File: config.mk
export PLATFORM = sky130hd
export DESIGN_NAME = mfok_rotator
export DESIGN_NICKNAME = d
export VERILOG_FILES = /design/src/rtl/mfok_pkg.sv /design/src/rtl/mfok_rotator.sv
export SDC_FILE = /design/constraint.sdc
export NUM_CORES = 2
export LEC_CHECK = 0
export ABC_AREA = 1
export BUFFER_PORTS_ARGS = -buffer_cell sky130_fd_sc_hd__buf_4
export CORE_UTILIZATION = 45
export DETAILED_ROUTE_END_ITERATION = 10
export GPL_TIMING_DRIVEN = 0
export PLACE_DENSITY_LB_ADDON = 0.1
export SLEW_MARGIN = 20
export SYNTH_ARGS = -nofsm -noshare
export SYNTH_HDL_FRONTEND = slang
export SYNTH_SLANG_ARGS = --single-unit
File: constraint.sdc
create_clock -name clk -period 8.5 [get_ports clk]
set_clock_uncertainty 0.05 [all_clocks]
set_input_delay 0.85 -clock clk [delete_from_list [all_inputs] [get_ports clk]]
set_output_delay 0.85 -clock clk [all_outputs]
set_load 0.02 [all_outputs]
File: src/rtl/mfok_pkg.sv
package mfok_pkg;

  // Sine table geometry and angle scaling
  localparam int SINE_TABLE_DEPTH = 256;
  localparam int ANGLE_BITS       = 16;
  localparam int IDX_W            = $clog2(SINE_TABLE_DEPTH);
  localparam int IDX_PROD_W       = 16 + IDX_W + 1;

  // Datapath widths
  localparam int TRIG_W  = 16;
  localparam int VXR_W   = 18;
  localparam int KWP_W   = 33;
  localparam int KW_W    = 25;
  localparam int WHEEL_W = 27;
  localparam int SCALE_W = 4;
  localparam int GAIN_W  = 16;
  localparam int CFG_W   = 16;
  localparam int OUT_W   = 32;
  localparam int NUM_WHEELS = 4;

  // Register reset values
  localparam logic [GAIN_W-1:0]  GAIN_RESET  = 16'd256;
  localparam logic [SCALE_W-1:0] SCALE_RESET = 4'd5;

  // Register indexes
  localparam int CFG_IDX_W = 1;
  localparam logic [CFG_IDX_W-1:0] REG_ROTATION_GAIN = 1'd0;
  localparam logic [CFG_IDX_W-1:0] REG_OUTPUT_SCALE  = 1'd1;

  // Saturation rails
  localparam logic signed [OUT_W-1:0] OUT_MAX = 32'sh7FFF_FFFF;
  localparam logic signed [OUT_W-1:0] OUT_MIN = 32'sh8000_0000;

  // Frame angle mask for turns narrower than the field
  localparam logic [15:0] ANGLE_MASK = (ANGLE_BITS >= 16) ? 16'hFFFF :
                                       16'((32'd1 << ANGLE_BITS) - 32'd1);

  // Polynomial coefficients of sin(pi/2 * f), Q30
  localparam longint Q30_ONE = 64'sd1073741824;
  localparam longint PC1 = 64'sd1686629713;
  localparam longint PC3 = -64'sd693598669;
  localparam longint PC5 = 64'sd85569306;
  localparam longint PC7 = -64'sd5026994;
  localparam longint PC9 = 64'sd172272;

  typedef logic signed [TRIG_W-1:0] trig_tab_t [SINE_TABLE_DEPTH];

  // Stage enables of the rotation pipeline
  typedef struct packed {
    logic lookup;
    logic product;
    logic round;
  } rot_en_t;

  // Q30 product truncated toward zero
  function automatic longint mul_q30(longint a, longint unsigned f);
    logic neg;
    longint unsigned m;
    longint unsigned p;
    neg = (a < 0);
    m = neg ? longint'(-a) : longint'(a);
    p = (m * f) >> 30;
    return neg ? -longint'(p) : longint'(p);
  endfunction

  // First quadrant sine, rounded to Q15 and clipped
  function automatic logic signed [TRIG_W-1:0] quarter_sine(longint unsigned f);
    longint unsigned f2;
    longint acc;
    longint s;
    longint unsigned q;
    f2  = (f * f) >> 30;
    acc = PC9;
    acc = PC7 + mul_q30(acc, f2);
    acc = PC5 + mul_q30(acc, f2);
    acc = PC3 + mul_q30(acc, f2);
    acc = PC1 + mul_q30(acc, f2);
    s   = mul_q30(acc, f);
    if (s <= 0) begin
      return '0;
    end
    q = (longint'(s) + 64'd16384) >> 15;
    if (q > 64'd32767) begin
      return 16'sh7FFF;
    end
    return TRIG_W'(q);
  endfunction

  // Full turn sine of a Q32 phase through quadrant symmetry
  function automatic logic signed [TRIG_W-1:0] sine_of_phase(longint unsigned t);
    logic [1:0] quad;
    longint unsigned r;
    longint unsigned f;
    logic signed [TRIG_W-1:0] v;
    quad = 2'((t >> 30) & 64'd3);
    r    = t & (longint'(Q30_ONE) - 64'd1);
    f    = quad[0] ? (longint'(Q30_ONE) - r) : r;
    v    = quarter_sine(f);
    return quad[1] ? -v : v;
  endfunction

  function automatic trig_tab_t build_sin_tab();
    trig_tab_t tab;
    for (int i = 0; i < SINE_TABLE_DEPTH; i++) begin
      tab[i] = sine_of_phase((longint'(i) << 32) / SINE_TABLE_DEPTH);
    end
    return tab;
  endfunction

  function automatic trig_tab_t build_cos_tab();
    trig_tab_t tab;
    for (int i = 0; i < SINE_TABLE_DEPTH; i++) begin
      tab[i] = sine_of_phase(((longint'(i) << 32) / SINE_TABLE_DEPTH) + Q30_ONE);
    end
    return tab;
  endfunction

  localparam trig_tab_t SIN_TAB = build_sin_tab();
  localparam trig_tab_t COS_TAB = build_cos_tab();

endpackage

File: src/rtl/mfok_rotator.sv
module mfok_rotator import mfok_pkg::*; (
  input  logic                    clk,
  input  rot_en_t                 en,
  input  logic signed [15:0]      vx_in,
  input  logic signed [15:0]      vy_in,
  input  logic [IDX_W-1:0]        idx_in,
  output logic signed [VXR_W-1:0] vxr,
  output logic signed [VXR_W-1:0] vyr
);

  logic signed [15:0]       vx_l;
  logic signed [15:0]       vy_l;
  logic signed [TRIG_W-1:0] sin_l;
  logic signed [TRIG_W-1:0] cos_l;
  logic signed [31:0]       p_xc;
  logic signed [31:0]       p_ys;
  logic signed [31:0]       p_xs;
  logic signed [31:0]       p_yc;
  logic signed [32:0]       sum_x;
  logic signed [32:0]       sum_y;

  // Look up sine and cosine of the frame angle
  always_ff @(posedge clk) begin
    if (en.lookup) begin
      vx_l  <= vx_in;
      vy_l  <= vy_in;
      sin_l <= SIN_TAB[idx_in];
      cos_l <= COS_TAB[idx_in];
    end
  end

  // Form the four rotation products
  always_ff @(posedge clk) begin
    if (en.product) begin
      p_xc <= vx_l * cos_l;
      p_ys <= vy_l * sin_l;
      p_xs <= vx_l * sin_l;
      p_yc <= vy_l * cos_l;
    end
  end

  // Round half up to Q0; the top bits of the sum are the floor shift
  always_comb begin
    sum_x = 33'(p_xc) - 33'(p_ys) + 33'sd16384;
    sum_y = 33'(p_xs) + 33'(p_yc) + 33'sd16384;
  end

  always_ff @(posedge clk) begin
    if (en.round) begin
      vxr <= sum_x[32:15];
      vyr <= sum_y[32:15];
    end
  end

endmodule

== Word level (Yosys, flattened, before mapping) ==
Memory sizes are Yosys's and may differ from the RTL's. A register that Yosys moved wholly into a read port is not among the register bits.
Cells that the tools add are included.

* Bitwise operators: 1
* Add/sub/neg operators: 4
* Multiply operators: 4

{| class="wikitable"
|+ Operators with widths
! operator !! count
|-
| $mul 16x16->32 || 4
|-
| $add 33x16->33 const B || 2
|-
| $add 32x32->33 || 1
|-
| $sub 32x32->33 || 1
|-
| $not 8->9 || 1
|}

* Bits of input ports: 44
* Memory bits (read-only): 8,192
* Bits in registers: 196
* Word-level logic and storage cells: 19
* Memories: 2

{| class="wikitable"
|+ Memories
! memory !! words !! bits a word !! rd ports !! clocked after memory_dff !! write ports !! RTL line !! RTL
|-
| (no name shown) || 256 || 16 || 1 || 1 || 0 || mfok_rotator.sv:28 || <nowiki>cos_l <= COS_TAB[idx_in];</nowiki>
|-
| (no name shown) || 256 || 16 || 1 || 1 || 0 || mfok_rotator.sv:27 || <nowiki>sin_l <= SIN_TAB[idx_in];</nowiki>
|}

== Logic depth before layout (Yosys ltp) ==
* Word-level depth: 2
* Mapped depth: 27
* Mapped depth without buffers: 26

== Least setup slack after synthesis ==
Ideal clock, no wire load.

* Path type: reg-to-reg
* Start: reg vx_l[15]
* End: reg p_xs[31], data pin
* Setup time: 0.253 ns
* Cell stages (with the launch flop): 22
* Data arrival time: 5.287 ns
* Buffers on the path: 1
* Setup slack: 2.910 ns
* Period minus slack after synthesis: 5.590 ns
* Cell sequence: edfxtp_1 -> clkbuf_1 -> nand2_1 -> inv_1 -> fa_1 -> fa_1 -> fa_1 -> fa_1 -> fa_1 -> inv_1 -> fa_1 -> inv_1 -> ha_1 -> nand2_1 -> nor2_1 -> inv_1 -> nor3_1 -> nand2_1 -> inv_1 -> nor2_1 -> nand2_1 -> nand2_1

* Word-level cells in the longest chain between the ends: 1

{| class="wikitable"
|+ Ends and longest elaborated chain
! item !! RTL line !! RTL
|-
| from (decl) || mfok_rotator.sv:11 || <nowiki>logic signed [15:0] vx_l;</nowiki>
|-
| from (signal assigned) || mfok_rotator.sv:25 || <nowiki>vx_l <= vx_in;</nowiki>
|-
| $mul 16x16->32 || mfok_rotator.sv:37 || <nowiki>p_xs <= vx_l * sin_l;</nowiki>
|-
| to (signal assigned) || mfok_rotator.sv:37 ||
|-
| to (decl) || mfok_rotator.sv:17 || <nowiki>logic signed [31:0] p_xs;</nowiki>
|}

Every way passes these cells.
A chain may end at the register's enable or synchronous reset.

== Final worst setup path ==
* Start: reg sin_l[15]
* End: reg p_ys[31], data pin

* Word-level cells in the longest chain between the ends: 1

{| class="wikitable"
|+ Ends and longest elaborated chain
! item !! RTL line !! RTL
|-
| from (decl) || mfok_rotator.sv:13 || <nowiki>logic signed [TRIG_W-1:0] sin_l;</nowiki>
|-
| $mul 16x16->32 || mfok_rotator.sv:36 || <nowiki>p_ys <= vy_l * sin_l;</nowiki>
|-
| to (signal assigned) || mfok_rotator.sv:36 ||
|-
| to (decl) || mfok_rotator.sv:16 || <nowiki>logic signed [31:0] p_ys;</nowiki>
|}

Every way passes these cells.

==> qor.yml <==
outcome:
  run_status: "finished clean"
floorplanning:
  die_height_um: 363
  num_rows: 132
  die_area_sq_mm: 0.132
  coreArea_sq_mm: 0.129
  ioPinCount: 80
  initial_utilization: 0.454
  width_of_the_die_um: 363
cts:
  clkSlewWorstSetupHoldPaths_ns: 0.10
  cts_hold_buffers: 0
  cts_setup_buffers: 0
  clkLatencyLatePin_ns: 0.68
  cts_root_buffer: "clkbuf_16"
  ctsHtreeMaxLevel: 1
  tritoncts_num_sinks: 228
  cts_resized: 0
  max-clock-path-buffers: 3
  cts_buffers: 31
  cts_tree: "built"
grt:
  track_usage: 0.372
  grt_total_ovfl: 0
  pin_count_of_the_biggest_net_entering_global_routing: 81
  number_of_global_route_vias_before_repair: 52500
  grt_first_pass_wirelength_um: 352000
  antenna_found_initial: 11
synth:
  yosys.cell_types.count: 44
  edff_count_synth: 228
  ys_dominant_reg_cell: "edfxtp_1"
  netlist_instances: 7872
  syn_nets: 9430
  synthesis.area_per_instance_sq_um: 7.46
  sequential_fraction_of_the_synthesis_area: 0.117
  ys_seq_elements: 228
  async_flop_share: 0
  mappedNetlistArea_sq_mm: 0.0588
  synth_warnings: 0
drt:
  drtPass1Iterations: 6
  drt-initial-drc-count: 5608
  viasPerCell: 5.42
  route.final.wire_length_um: 243000
  number_of_nets_with_antenna_violations_after_detailed_routing: 0
  wl_per_cell_um: 24.9
  detailroute.via_count: 52800
  remaining_drc_errors: 0
worst_setup_path:
  cp-endpoint: "p_ys[31]"
  worstPathRequired_ns: 8.79
  worst_r2r_startpoint: "sin_l[15]"
  critical_path.reg2reg.endpoint: "p_ys[31]"
  crit_path_dat_ns: 8.16
  timing.critical_path.fanout_max: 10
  worst_setup_path_start_kind: "flop"
  r2r_cells: 20
  crit_start: "sin_l[15]"
  worst_setup_path_end_kind: "flop"
  r2r_slack_ns: 0.63
  setup.worst_path.class: "flop to flop"
place:
  dpl_worst_slack_ns: 0.854
  io_buffer_count: 76
  hpwl_um: 204000
  globalplace.congestion: 1.03
timing:
  fin_ws_ns: 0.634
  final.setup.tns_ns: 0
  worstMarginPinSlew_ns: 1.31
  worst_slew_margin_rel: 0.126
  fmaxAchievable_mhz: 127
  timing.final.setup_violations: 0
  drv_slew: 0
  post-route-min-period_ns: 7.87
  rsz_0062_raised_after_global_routing: "false"
  final_min_period_over_clock_period: 0.925
  report.final.hold_viol_count: 0
final_layout:
  final_nets: 9542
  multiInputGateArea_sq_mm: 0.0429
  register_area_sq_mm: 0.00685
  synthToLayoutAreaGrowth_pct: 6.79
  fill_cell_instance_count_of_the_final_layout: 13300
  post_route_cells_drive_above_1_share: 0.0287
job:
  maxCapViolations: 0
worst_hold_path:
  hold_class: "input pin to flop"
[through the flow]
step                      cell area [sq um]  hold WS (ns)  utilization  std cells
after floorplan                       58800         0.592            -       7872
after global placement                61500         0.751        0.475       9690
after detailed placement              61600         0.767        0.476       9693
after CTS                             62700         0.268        0.484       9751
after global routing                  62700         0.293        0.485       9751
final                                 62700         0.293        0.485       9754
[critical path: stages (launching register included)]
cell and delay [ns]:
edfxtp_1 0.94, clkinv_1 0.97, clkbuf_1 0.69, nor2_1 0.29, fa_1 0.47, fa_1 0.46
fa_1 0.52, fa_1 0.43, fa_1 0.49, inv_1 0.05, fa_1 0.48, inv_1 0.04
ha_1 0.43, a21oi_1 0.32, o21ai_0 0.17, inv_1 0.08, nand2_1 0.13, nand2_1 0.13
nand3_1 0.08, nand3_1 0.07, nand2_1 0.19
[per-layer routing]
metal,vias up,part of all wire,global-route usage
met5,-,0.000045,0
met4,2,0.054,0.168
met3,491,0.11,0.0698
met2,2602,0.42,0.556
met1,26400,0.42,0.522
li1,23300,-,-
[cell type report]
cell class	instances	share of cell area
plain buffers	250	0.0171
inverters	2110	0.126
clock inverters	26	0.00584
diodes	3	0.000120
flip-flops and latches	228	0.109
repair buffers	79	0.0101
well taps	1742	0.0347
multi-input cells	5284	0.684
clock buffers	32	0.0124
[kinds of logic (layout without fill, tap and decap cells)]
| group | count (synthesis) | count (layout) | share of synthesized area |
|---|---|---|---|
| DFF | 228 | 228 | 0.117 |
| xor gates and xnor gates | 89 | 89 | 0.0133 |
| AOI/OAI and AO/OA | 410 | 410 | 0.0377 |
| other | 0 | 3 | 0 |
| and+or+nand+nor | 3271 | 3271 | 0.223 |
| buffers and inverters | 2360 | 2497 | 0.153 |
| adders and majority gates | 1514 | 1514 | 0.456 |
[layout by cell type, fill, tap and decap left out, types with 31 or more instances in the layout]
cell and instances:
buf_4 88, nand4_1 81, a21oi_1 208, fa_1 1048, nor3_1 49, nand3_1 340
nor2_1 336, ha_1 466, edfxtp_1 228, nand2_1 2414, clkbuf_1 187, xor2_1 71
clkbuf_16 31, o21ai_0 130, inv_1 2098
[synth_stat cells, types with 2 or more instances]
| cell type | number | area share |
|---|---|---|
| nand2_1 | 2414 | 0.15 |
| inv_1 | 2098 | 0.13 |
| fa_1 | 1048 | 0.36 |
| ha_1 | 466 | 0.099 |
| nand3_1 | 340 | 0.029 |
| nor2_1 | 336 | 0.021 |
| edfxtp_1 | 228 | 0.12 |
| a21oi_1 | 208 | 0.018 |
| clkbuf_1 | 204 | 0.013 |
| o21ai_0 | 130 | 0.011 |
| nand4_1 | 81 | 0.0086 |
| xor2_1 | 71 | 0.011 |
| nor3_1 | 49 | 0.0042 |
| o21bai_1 | 28 | 0.0036 |
| buf_2 | 23 | 0.0020 |
| xnor2_1 | 18 | 0.0027 |
| nand3b_1 | 16 | 0.0020 |
| buf_4 | 13 | 0.0017 |
| nor2_2 | 10 | 0.0011 |
| nand2_2 | 9 | 0.00096 |
| o21a_1 | 8 | 0.0010 |
| inv_2 | 7 | 0.00045 |
| o211ai_1 | 7 | 0.00089 |
| or2_2 | 7 | 0.00075 |
| a21o_1 | 6 | 0.00077 |
| o21ai_1 | 6 | 0.00051 |
| a31oi_1 | 5 | 0.00053 |
| buf_1 | 5 | 0.00032 |
| buf_6 | 5 | 0.00096 |
| a21boi_0 | 4 | 0.00051 |
| a22oi_1 | 4 | 0.00051 |
| clkinv_1 | 3 | 0.00019 |
| inv_4 | 2 | 0.00021 |
| nor3b_1 | 2 | 0.00026 |
| nor4_1 | 2 | 0.00021 |
[worst min path at each step]
stage | cells after the start | startpoint | slack, ns | endpoint
2_1_floorplan | 3 | p_ys[31] | 0.59 | vxr[17]
3_3_place_gp | 3 | p_ys[31] | 0.75 | vxr[17]
3_5_place_dp | 3 | p_ys[31] | 0.77 | vxr[17]
4_1_cts | 1 | vy_in[2] | 0.27 | vy_l[2]
5_1_grt | 1 | vx_in[2] | 0.29 | vx_l[2]
6_report | 1 | vx_in[14] | 0.29 | vx_l[14]
[state kept, by name, summed over array words and instances (netlist names)]
signal	count
p_yc	32
vyr	18
p_ys	32
vxr	18
p_xs	32
sin_l	16
vx_l	16
p_xc	32
vy_l	16
cos_l	16
Power is left out: the tool's default activity adds up to more than one toggle a clock period on the data nets, which glitch-free logic cannot reach.
